==> config.mk <==
export PLATFORM = sky130hd
export DESIGN_NAME = keyed_decimal_line_parser
export DESIGN_NICKNAME = d
export VERILOG_FILES = /design/src/rtl/kdlp_pkg.sv /design/src/rtl/kdlp_fifo.sv /design/src/rtl/kdlp_front.sv /design/src/rtl/kdlp_back.sv /design/src/rtl/keyed_decimal_line_parser.sv
export SDC_FILE = /design/constraint.sdc
export NUM_CORES = 1
export LEC_CHECK = 0
export BUFFER_PORTS_ARGS = -buffer_cell sky130_fd_sc_hd__buf_2
export CAP_MARGIN = 0
export CORE_UTILIZATION = 45
export DETAILED_ROUTE_END_ITERATION = 8
export GPL_TIMING_DRIVEN = 0
export PLACE_DENSITY = 0.68
export SLEW_MARGIN = 5
export SYNTH_ARGS = -nofsm -noshare
export SYNTH_HDL_FRONTEND = slang
export SYNTH_HIERARCHICAL = 1
export SYNTH_SLANG_ARGS = --single-unit
export TNS_END_PERCENT = 10
==> constraint.sdc <==
create_clock -name clock -period 4.9 [get_ports clock]
set_input_delay 0.49 -clock clock [delete_from_list [all_inputs] [get_ports clock]]
set_output_delay 0.49 -clock clock [all_outputs]
set_load 0.005 [all_outputs]
==> src/rtl/kdlp_pkg.sv <==
// Shared types and constants for the keyed decimal line parser.
package kdlp_pkg;

   localparam int MAX_KEY_BYTES = 16;
   localparam int KEY_BITS      = 8 * MAX_KEY_BYTES;

   localparam logic [7:0] CHAR_NEWLINE = 8'h0A;
   localparam logic [7:0] CHAR_SPACE   = 8'h20;
   localparam logic [7:0] CHAR_TAB     = 8'h09;
   localparam logic [7:0] CHAR_CR      = 8'h0D;
   localparam logic [7:0] CHAR_FF      = 8'h0C;
   localparam logic [7:0] CHAR_VT      = 8'h0B;
   localparam logic [7:0] CHAR_ZERO    = 8'h30;
   localparam logic [7:0] CHAR_NINE    = 8'h39;

   // Register indexes on the configuration port.
   localparam logic [1:0] CSR_KEY_LOW    = 2'd0;
   localparam logic [1:0] CSR_KEY_HIGH   = 2'd1;
   localparam logic [1:0] CSR_KEY_LENGTH = 2'd2;

   // Sticky error codes; they double as status codes.
   localparam logic [1:0] ERR_NONE    = 2'd0;
   localparam logic [1:0] ERR_INVALID = 2'd1;
   localparam logic [1:0] ERR_RANGE   = 2'd2;

   localparam logic [1:0] STATUS_OK      = 2'd0;
   localparam logic [1:0] STATUS_MISSING = 2'd3;

   // One classified input item as it travels from the front to the back.
   typedef struct packed {
      logic [7:0] text_byte;
      logic       byte_present;
      logic       end_of_text;
      logic       is_newline;
      logic       is_blank;
      logic       is_digit;
      logic [3:0] digit;
   } item_type;

   typedef struct packed {
      logic [1:0]  parse_status;
      logic [63:0] parsed_value;
   } result_type;

   typedef struct packed {
      logic [KEY_BITS-1:0] key_bytes;
      logic [4:0]          key_length;
   } cfg_type;

endpackage

==> src/rtl/kdlp_fifo.sv <==
// Small first-in first-out queue used between the parser stages and at the output.
module kdlp_fifo #(
   parameter int WIDTH      = 8,
   parameter int DEPTH_LOG2 = 2
) (
   input  logic             clock,
   input  logic             reset,
   input  logic             push,
   input  logic [WIDTH-1:0] push_data,
   output logic             full,
   input  logic             pop,
   output logic [WIDTH-1:0] pop_data,
   output logic             empty
);

   localparam int DEPTH = 1 << DEPTH_LOG2;
   localparam logic [DEPTH_LOG2:0] DEPTH_COUNT = (DEPTH_LOG2 + 1)'(DEPTH);

   logic [WIDTH-1:0]      mem [DEPTH];
   logic [DEPTH_LOG2-1:0] wr_ptr_ff, wr_ptr_in;
   logic [DEPTH_LOG2-1:0] rd_ptr_ff, rd_ptr_in;
   logic [DEPTH_LOG2:0]   count_ff, count_in;
   logic                  do_push, do_pop;

   assign full     = (count_ff == DEPTH_COUNT);
   assign empty    = (count_ff == '0);
   assign do_push  = push && !full;
   assign do_pop   = pop && !empty;
   assign pop_data = mem[rd_ptr_ff];

   always_comb begin
      wr_ptr_in = do_push ? wr_ptr_ff + 1'b1 : wr_ptr_ff;
      rd_ptr_in = do_pop ? rd_ptr_ff + 1'b1 : rd_ptr_ff;
      count_in  = count_ff;
      if (do_push && !do_pop) begin
         count_in = count_ff + 1'b1;
      end else if (do_pop && !do_push) begin
         count_in = count_ff - 1'b1;
      end
   end

   always_ff @(posedge clock) begin
      if (reset) begin
         wr_ptr_ff <= '0;
         rd_ptr_ff <= '0;
         count_ff  <= '0;
      end else begin
         wr_ptr_ff <= wr_ptr_in;
         rd_ptr_ff <= rd_ptr_in;
         count_ff  <= count_in;
      end
   end

   always_ff @(posedge clock) begin
      if (do_push) begin
         mem[wr_ptr_ff] <= push_data;
      end
   end

endmodule

==> src/rtl/kdlp_front.sv <==
// Front stage: accepts input items, drops empty ones and classifies each byte.
module kdlp_front
   import kdlp_pkg::*;
(
   input  logic     clock,
   input  logic     reset,
   input  logic     in_push,
   input  logic     [7:0] in_text_byte,
   input  logic     in_byte_present,
   input  logic     in_end_of_text,
   output logic     in_full,
   output logic     out_push,
   output item_type out_item,
   input  logic     out_full
);

   logic     valid_ff, valid_in;
   item_type item_ff, item_in;
   logic     accept, move;

   assign in_full  = valid_ff && out_full;
   assign accept   = in_push && !in_full;
   assign move     = valid_ff && !out_full;
   assign out_push = valid_ff;
   assign out_item = item_ff;

   always_comb begin
      item_in.text_byte    = in_text_byte;
      item_in.byte_present = in_byte_present;
      item_in.end_of_text  = in_end_of_text;
      item_in.is_newline   = (in_text_byte == CHAR_NEWLINE);
      item_in.is_blank     = (in_text_byte == CHAR_SPACE) || (in_text_byte == CHAR_TAB) ||
                             (in_text_byte == CHAR_CR) || (in_text_byte == CHAR_FF) ||
                             (in_text_byte == CHAR_VT);
      item_in.is_digit     = (in_text_byte >= CHAR_ZERO) && (in_text_byte <= CHAR_NINE);
      item_in.digit        = 4'(in_text_byte - CHAR_ZERO);

      // An item with neither a byte nor an end mark has no effect at all.
      valid_in = valid_ff && !move;
      if (accept && (in_byte_present || in_end_of_text)) begin
         valid_in = 1'b1;
      end
   end

   always_ff @(posedge clock) begin
      if (reset) begin
         valid_ff <= 1'b0;
      end else begin
         valid_ff <= valid_in;
      end
   end

   always_ff @(posedge clock) begin
      if (accept) begin
         item_ff <= item_in;
      end
   end

endmodule

==> src/rtl/kdlp_back.sv <==
// Back stage: line state machine, key compare, decimal accumulation and result.
module kdlp_back
   import kdlp_pkg::*;
(
   input  logic       clock,
   input  logic       reset,
   input  cfg_type    cfg,
   input  logic       in_empty,
   input  item_type   in_item,
   output logic       in_pop,
   output logic       res_push,
   output result_type res_data,
   input  logic       res_full
);

   typedef enum logic [2:0] {
      PH_BEFORE_KEY,
      PH_IN_KEY,
      PH_BETWEEN,
      PH_IN_VALUE,
      PH_AFTER_VALUE
   } phase_type;

   typedef struct packed {
      phase_type   phase;
      logic [4:0]  key_pos;
      logic        key_match;
      logic        extra;
      logic        nondigit;
      logic        overflow;
      logic [63:0] acc;
      logic        found;
      logic [63:0] kept;
      logic [1:0]  err;
   } line_state_type;

   localparam line_state_type STATE_RESET = '{
      phase: PH_BEFORE_KEY, key_pos: 5'd0, key_match: 1'b1, extra: 1'b0,
      nondigit: 1'b0, overflow: 1'b0, acc: 64'd0, found: 1'b0, kept: 64'd0,
      err: ERR_NONE};

   function automatic line_state_type clear_line(input line_state_type s);
      line_state_type r;
      r           = s;
      r.phase     = PH_BEFORE_KEY;
      r.key_pos   = 5'd0;
      r.key_match = 1'b1;
      r.extra     = 1'b0;
      r.nondigit  = 1'b0;
      r.overflow  = 1'b0;
      r.acc       = 64'd0;
      return r;
   endfunction

   function automatic line_state_type end_line(input line_state_type s,
                                               input logic len_ok,
                                               input logic [4:0] key_len);
      line_state_type r;
      logic           matched;
      r       = s;
      matched = s.key_match && len_ok && (s.key_pos == key_len);
      if (s.err == ERR_NONE && s.phase != PH_BEFORE_KEY) begin
         if (s.phase == PH_IN_KEY || s.phase == PH_BETWEEN || s.extra) begin
            r.err = ERR_INVALID;
         end else if (matched) begin
            if (s.found || s.nondigit) begin
               r.err = ERR_INVALID;
            end else if (s.overflow) begin
               r.err = ERR_RANGE;
            end else begin
               r.found = 1'b1;
               r.kept  = s.acc;
            end
         end
      end
      return clear_line(r);
   endfunction

   line_state_type state_ff, state_in;
   logic           take;
   logic           len_ok;
   logic [7:0]     key_byte;
   logic [67:0]    times_ten;

   assign take     = !in_empty && !res_full;
   assign in_pop   = take;
   assign len_ok   = (cfg.key_length >= 5'd1) &&
                     (cfg.key_length <= 5'(MAX_KEY_BYTES));
   assign key_byte = cfg.key_bytes[8 * state_ff.key_pos[3:0] +: 8];
   // acc * 10 + digit, four guard bits catch any overflow past 64 bits.
   assign times_ten = {1'b0, state_ff.acc, 3'b000} + {3'b000, state_ff.acc, 1'b0} +
                      {64'd0, in_item.digit};

   always_comb begin
      logic key_ok;
      state_in = state_ff;
      key_ok   = len_ok && (state_ff.key_pos < cfg.key_length) &&
                 (key_byte == in_item.text_byte);

      if (in_item.byte_present && state_ff.err == ERR_NONE) begin
         if (in_item.is_newline) begin
            state_in = end_line(state_ff, len_ok, cfg.key_length);
         end else if (in_item.is_blank) begin
            if (state_ff.phase == PH_IN_KEY) begin
               state_in.phase = PH_BETWEEN;
            end else if (state_ff.phase == PH_IN_VALUE) begin
               state_in.phase = PH_AFTER_VALUE;
            end
         end else begin
            case (state_ff.phase)
               PH_BEFORE_KEY, PH_IN_KEY: begin
                  state_in.phase = PH_IN_KEY;
                  if (state_ff.key_match) begin
                     if (key_ok) begin
                        state_in.key_pos = state_ff.key_pos + 5'd1;
                     end else begin
                        state_in.key_match = 1'b0;
                     end
                  end
               end
               PH_BETWEEN, PH_IN_VALUE: begin
                  state_in.phase = PH_IN_VALUE;
                  if (!state_ff.nondigit && !state_ff.overflow) begin
                     if (!in_item.is_digit) begin
                        state_in.nondigit = 1'b1;
                     end else if (times_ten[67:64] != 4'd0) begin
                        state_in.overflow = 1'b1;
                     end else begin
                        state_in.acc = times_ten[63:0];
                     end
                  end
               end
               default: begin
                  state_in.extra = 1'b1;
               end
            endcase
         end
      end

      // The final item closes the open line and produces the result.
      res_data.parse_status = STATUS_MISSING;
      res_data.parsed_value = 64'd0;
      if (in_item.end_of_text) begin
         state_in = end_line(state_in, len_ok, cfg.key_length);
         if (state_in.err != ERR_NONE) begin
            res_data.parse_status = state_in.err;
         end else if (state_in.found) begin
            res_data.parse_status = STATUS_OK;
            res_data.parsed_value = state_in.kept;
         end
         state_in = STATE_RESET;
      end
   end

   assign res_push = take && in_item.end_of_text;

   always_ff @(posedge clock) begin
      if (reset) begin
         state_ff <= STATE_RESET;
      end else if (take) begin
         state_ff <= state_in;
      end
   end

endmodule

==> src/rtl/keyed_decimal_line_parser.sv <==
// Top level of the keyed decimal line parser: registers, stages and queues.
//
// The block reads a text one byte per item on the request queue (req_push /
// req_full) and answers with one item on the response queue (rsp_empty /
// rsp_pop) for every request item that carries end_of_text. The response gives
// parse_status (ok, invalid, range or missing) and the key's decimal value.
// The key and its length are set through the csr_ write port; the user must
// do so only while the block is idle, as the block does not enforce it.
// Index 0 and 1 hold the key bytes, index 2 the key length. A request item
// is registered in the front stage, where it is classified, then waits in a
// short queue until the back stage applies it to the line state. One item
// per cycle is sustained while the receiver keeps popping; the back stage
// does one byte of key compare or one times-ten add per cycle.
// When the receiver stops popping, the response queue fills, the back stage
// halts, then the middle queue and finally req_full rise; nothing is lost.
// Reset clears all queues and the line state and sets the key to all zero
// bytes with a length of one.
module keyed_decimal_line_parser
   import kdlp_pkg::*;
#(
   parameter int QUEUE_DEPTH_LOG2 = 2
) (
   input  logic        clock,
   input  logic        reset,
   input  logic        req_push,
   output logic        req_full,
   input  logic [7:0]  req_text_byte,
   input  logic        req_byte_present,
   input  logic        req_end_of_text,
   output logic        rsp_empty,
   input  logic        rsp_pop,
   output logic [1:0]  rsp_parse_status,
   output logic [63:0] rsp_parsed_value,
   input  logic        csr_write_enable,
   input  logic [1:0]  csr_index,
   input  logic [63:0] csr_write_data
);

   logic [63:0] key_low_ff;
   logic [63:0] key_high_ff;
   logic [4:0]  key_length_ff;
   cfg_type     cfg;

   logic       mid_push, mid_full, mid_pop, mid_empty;
   item_type   mid_push_item, mid_pop_item;
   logic       res_push, res_full;
   result_type res_data, rsp_data;

   // Configuration registers; writes to an unused index are ignored.
   always_ff @(posedge clock) begin
      if (reset) begin
         key_low_ff    <= 64'd0;
         key_high_ff   <= 64'd0;
         key_length_ff <= 5'd1;
      end else if (csr_write_enable) begin
         case (csr_index)
            CSR_KEY_LOW:    key_low_ff    <= csr_write_data;
            CSR_KEY_HIGH:   key_high_ff   <= csr_write_data;
            CSR_KEY_LENGTH: key_length_ff <= csr_write_data[4:0];
            default: begin
            end
         endcase
      end
   end

   assign cfg.key_bytes  = {key_high_ff, key_low_ff};
   assign cfg.key_length = key_length_ff;

   // Front stage: registers and classifies each request item.
   kdlp_front u_front (
      .clock           (clock),
      .reset           (reset),
      .in_push         (req_push),
      .in_text_byte    (req_text_byte),
      .in_byte_present (req_byte_present),
      .in_end_of_text  (req_end_of_text),
      .in_full         (req_full),
      .out_push        (mid_push),
      .out_item        (mid_push_item),
      .out_full        (mid_full)
   );

   // The middle queue decouples classification from the line state machine.
   kdlp_fifo #(
      .WIDTH      ($bits(item_type)),
      .DEPTH_LOG2 (QUEUE_DEPTH_LOG2)
   ) u_mid_queue (
      .clock     (clock),
      .reset     (reset),
      .push      (mid_push),
      .push_data (mid_push_item),
      .full      (mid_full),
      .pop       (mid_pop),
      .pop_data  (mid_pop_item),
      .empty     (mid_empty)
   );

   // Back stage: per-line parsing and the result of each text.
   kdlp_back u_back (
      .clock    (clock),
      .reset    (reset),
      .cfg      (cfg),
      .in_empty (mid_empty),
      .in_item  (mid_pop_item),
      .in_pop   (mid_pop),
      .res_push (res_push),
      .res_data (res_data),
      .res_full (res_full)
   );

   // Finished results wait here until the receiver pops them.
   kdlp_fifo #(
      .WIDTH      ($bits(result_type)),
      .DEPTH_LOG2 (QUEUE_DEPTH_LOG2)
   ) u_rsp_queue (
      .clock     (clock),
      .reset     (reset),
      .push      (res_push),
      .push_data (res_data),
      .full      (res_full),
      .pop       (rsp_pop),
      .pop_data  (rsp_data),
      .empty     (rsp_empty)
   );

   assign rsp_parse_status = rsp_data.parse_status;
   assign rsp_parsed_value = rsp_data.parsed_value;

endmodule

### After elaboration in Yosys (flattened, before gate mapping)

Memory sizes are Yosys's and may differ from the RTL's. A register that Yosys moved wholly into a read port is not among the register bits.
Cells that the tools add are included.
Widths: inputs -> output; s select.

| word-level totals | value |
|---|---|
| register bits | 308 |
| memories | 2 |
| output and inout port bits | 68 |
| memory bits (writable) | 332 |
| input bits | 81 |

Memories:

| memory | words | width | rd ports | clocked after memory_dff | wr ports | RTL line | text |
|---|---|---|---|---|---|---|---|
| u_rsp_queue.mem | 4 | 66 | 1 | 1 | 1 | kdlp_fifo.sv:19 | `logic [WIDTH-1:0] mem [DEPTH];` |
| u_mid_queue.mem | 4 | 17 | 1 | 1 | 1 | kdlp_fifo.sv:19 |  |

| operators by class | value |
|---|---|
| magnitude comparators | 5 |
| multiplexer cells | 54 |
| $add $sub $neg | 12 |
| shift operators | 1 |
| reduce and logical (&&, ||, !) cells | 66 |
| eq/ne operators | 18 |

Operators by type and width:

| cell | count |
|---|---|
| $mux 65 | 7 |
| $mux 67 | 6 |
| $mux 143 | 2 |
| $mux 66 | 4 |
| $mux 64 | 2 |
| $shiftx 128x8->8 | 1 |
| $mux 76 | 1 |
| $mux 73 | 1 |
| $add 67x65->68 | 1 |
| $add 68x4->68 | 1 |
| $eq 8x4->1 const B | 5 |
| $logic_and 1x1->1 | 26 |
| $mux 2 | 11 |
| $mux 3 | 7 |
| $mux 6 | 2 |
| $logic_not 1->1 | 11 |
| $logic_or 1x1->1 | 11 |
| $eq 5x5->1 | 2 |
| $eq 3x2->1 const B | 3 |
| $logic_not 3->1 | 3 |
| $mux 1 | 9 |
| $add 2x1->2 const B | 4 |
| $eq 8x6->1 const B | 1 |
| $eq 8x8->1 | 1 |
| 22 further kinds | 34 |

### Depth between registers and ports, before layout

| logic depth | value |
|---|---|
| depth in word-level cells | 19 |
| depth in mapped cells | 20 |
| gate-level depth less buffers | 16 |

### Hierarchy

Netlist, hierarchy kept.

Modules (own cells, without submodules):

| module | seq. area each (µm²) | instances | cells each | area an instance (µm²) |
|---|---|---|---|---|
| kdlp_back | 2862.7 | 1 | 1817 | 14366.3 |
| kdlp_fifo (u_rsp_queue) | 8107.8 | 1 | 392 | 9980.8 |
| keyed_decimal_line_parser | 2662.6 | 1 | 505 | 5437.7 |
| kdlp_fifo (u_mid_queue) | 2222.1 | 1 | 137 | 2936.6 |
| kdlp_front | 410.4 | 1 | 36 | 554.3 |

### Worst setup path after synthesis

No wires, ideal clock.

| path | value |
|---|---|
| path kind | register -> register |
| start point | register with a tool-made name |
| end point | memory u_rsp_queue/mem[0][0] in the netlist's numbering, data pin |
| setup slack | 199 ps |
| stages on the path, launching flop included | 19 |
| data required time | 4640 ps |
| setup time | 260 ps |
| clock period less this slack | 4701 ps |
| arrival time | 4441 ps |
| cell sequence | dfxtp_1 -> buf_6 -> mux4_2 -> ha_1 -> ha_1 -> fa_1 -> a21oi_1 -> o211ai_1 -> a21oi_1 -> a2111oi_0 -> o311ai_1 -> mux2_2 -> a21boi_0 -> nand4_1 -> clkbuf_1 -> clkbuf_1 -> o32ai_1 -> mux2i_1 -> nor2_2 |

RTL lines:

| item | RTL line |
|---|---|
| end, declared | kdlp_fifo.sv:19 |

==> impl_metrics.yaml <==
outcome:
  status: "finished, violations left"
  failed_checks: "design-rule violations, negative setup slack"
grt:
  antenna_found_initial: 0
  grt_pass1_wl_um: 135000
  grt-ovfl-total: 0
  first_global_vias: 23110
  grt.total_usage_pct: 23.18
  grt_start_max_net_pins: 47
yosys:
  synth_top_area_share_pct: 31.13
  synth_edf_count: 345
  netlist_area_mm2: 0.03328
  synth_seq_cells: 640
  ys_seq_area_share_pct: 48.88
  ys_top_cells_by_area: "edfxtp_1, dfxtp_1, mux4_2"
  synth_top_area_cell: "edfxtp_1"
  ys_warn_count: 6
  async_reset_ff_share_pct: 0
  ys_types: 96
  synthFlopType: "edfxtp_1"
  syn-num-nets: 3115
  synthesis.area_per_instance_um2: 11.53
  synthCells: 2887
layout:
  syn_to_final_growth_pct: 17.24
  layout_commonest_cell: "edfxtp_1"
  drive_gt1_share_pct: 22.58
  final_cell_mix: "edfxtp_1, dfxtp_1, nor2_1"
  diodes: 0
  final_nets: 3361
  final_core_util_pct: 53.38
clock_tree:
  cts_buffers: 69
  cts-root-buf: "clkbuf_16"
  clk_path_buf_depth: 3
  cts_htree_levels: 3
  clock_sinks: 640
  cts_tree: "built"
  cts.reportedPaths.clkPinSlew_ps: 60
  clk_latency_ps: 640
timing:
  finalCritPeriodShare_pct: 103.1
  setup_viol: 236
  finalHoldViolCount: 0
  tns_ps: -16540
  period_minus_slack_ps: 5051
  max-slew-margin-rel_pct: 25.19
  holdWs_ps: 55.70
  clock.fmax_ghz: 0.1980
  slew_violations: 0
  max_slew.worst_pin.slew_ps: 1122
  postLayoutSetupSlackWorst_ps: -150.8
  rsz0062_at_grt: "true"
  fin_skew_ps: 43.28
worst_setup_path:
  cp_slowest_cell: "mux4_2"
  slowest_delay_ps: 630
  r2r_slack_ps: -150
  crit_buf_inv: 5
  cp-end-kind: "flip-flop"
  reg2reg_to: "u_rsp_queue/mem[3][37]"
  crit_family: "compound AO/OA/AOI/OAI gates"
  cp.arrival_ps: 5400
  start_kind: "flip-flop"
  reg2reg_depth: 20
  path_cells: "buf_6 > mux4_2 > ha_4 > ha_2 > fa_2 > a21oi_4 > o211ai_1 > a21oi_2 > a2111oi_4 > buf_4 > o311ai_4 > mux2_4 > a21boi_4 > and3_4 > o2111ai_4 > buf_12 > buf_12 > buf_12 > mux2i_4 > nor2_4"
  critPathKind: "flip-flop to flip-flop"
  crit_top_cell: "buf_12"
  critPathRequiredTime_ps: 5250
  path_max_fanout: 8
floorplanning:
  dieArea_mm2: 0.07504
  core_mm2: 0.07308
  die_h_um: 273.9
  die_x_um: 273.9
  start_util_pct: 45.53
  num_rows: 99
  pin_count: 149
power:
  power_density_mw_per_mm2: 369.4
  peakVddDrop_mv: 0.2875
  total_power_mw: 14.41
  p_leak_nw: 14.19
min_path:
  worst_hold_path_type: "primary input to flip-flop"
  min_to: "u_front/out_item[9]"
  min_from: "req_text_byte[0]"
  hold_depth: 1
route:
  first_pass_iters: 7
  num_vias: 23970
  drc: 26
  routed_wl_um: 88310
  vias_per_cell: 5.779
  wl_per_cell_um: 21.30
  ant_nets: 0
  drt_iter0_drc: 1891
placement:
  dp_slack_ps: -2019
  routabilityCongestion: 0.9483
  io_buffers: 148
  dp_hpwl_um: 62630
job:
  max_cap_viol_count: 0
registers in the layout (all words and copies together) (netlist names), named ones only:
| name | count |
|---|---|
| key_high_ff | 64 |
| u_back/state_ff | 143 |
| u_rsp_queue/rd_ptr_ff | 2 |
| u_front/out_push | 1 |
| key_low_ff | 64 |
| u_mid_queue/count_ff | 3 |
| u_rsp_queue/count_ff | 3 |
| u_rsp_queue/wr_ptr_ff | 2 |
| key_length_ff | 5 |
| u_rsp_queue/mem | 264 |
| u_mid_queue/rd_ptr_ff | 2 |
| u_front/out_item | 13 |
| u_mid_queue/wr_ptr_ff | 2 |
| u_mid_queue/mem | 68 |
cells by family (layout without fill, tap and decap cells):
kind of cell             count (synthesis)  after routing  share of synthesized area [%]
AND/OR/NAND/NOR                        821            821                          12.37
flip-flops                             640            640                          48.88
AO/OA/AOI/OAI                          553            553                          11.26
multiplexers                           390            390                          16.22
buffers and inverters                  252            553                          3.433
adder cells (fa/ha/maj)                147            147                          5.618
XOR/XNOR                                84             84                          2.211
cells in the mapped netlist, types with 16 or more instances:
cell and count:
a211oi_1 16, a21o_1 26, a21oi_1 111, a22oi_1 121, and3_1 17, buf_2 27, clkbuf_1 135, dfxtp_1 295
edfxtp_1 345, ha_1 143, inv_1 49, mux2_2 62, mux2i_1 215, mux4_2 112, nand2_1 143, nand2b_1 206
nand3_1 29, nand4_1 23, nor2_1 269, nor3_1 38, o21ai_0 73, o22ai_1 60, xnor2_1 41, xor2_1 43
worst max path at each step:
stage / to / slack [ps] / cells after the start
after detailed placement: u_rsp_queue/mem[0][0] / -2020 / 20
after global placement: u_rsp_queue/mem[0][2] / -2080 / 20
final: u_rsp_queue/mem[3][37] / -150 / 20
after floorplan: u_rsp_queue/mem[0][0] / 200 / 18
after CTS: u_rsp_queue/mem[1][36] / -200 / 21
after global routing: u_rsp_queue/mem[0][46] / -250 / 20
metal layers:
layer | vias to the layer above | share of wire, % | GRT usage, %
met3 | 127 | 5.3 | 2.671
met5 | - | 0 | 0
met1 | 11840 | 46 | 32.83
met2 | 685 | 46 | 37.29
met4 | 0 | 2.6 | 6.886
li1 | 11320 | - | -
stage by stage:
| step | cell area [um2] | instances |
|---|---|---|
| 5_1_grt | 39010 | 4147 |
| 2_1_floorplan | 33280 | 2887 |
| 3_3_place_gp | 35220 | 3994 |
| 4_1_cts | 38170 | 4131 |
| 3_5_place_dp | 35340 | 3998 |
| 6_report | 39010 | 4147 |
power by group:
part	switching, mW	leakage (nW)	internal, mW
registers	0.157	5.26	6.05
clock network	2.22	1.07	2.86
logic	1.90	7.86	1.23
what timing repair did:
| item | CTS | global route |
|---|---|---|
| endpoints found under the setup margin | 389 | 379 |
| cloned | 0 | 2 |
| pin swaps | 14 | 20 |
| hold buffers | 0 | 0 |
| gates resized for setup | 131 | 167 |
| buffers inserted | 9 | 14 |
cell type report:
class	count	area, um2
Clock inverter	40	441.7
Fill cell	6271	34070
Timing Repair Buffer	176	1104
Multi-Input combinational cell	1995	16820
Clock buffer	86	1821
Inverter	50	190.2
Tap cell	959	1200
Buffer	201	1169
Sequential cell	640	16270
No activity file was read; power rests on OpenSTA's default activity.
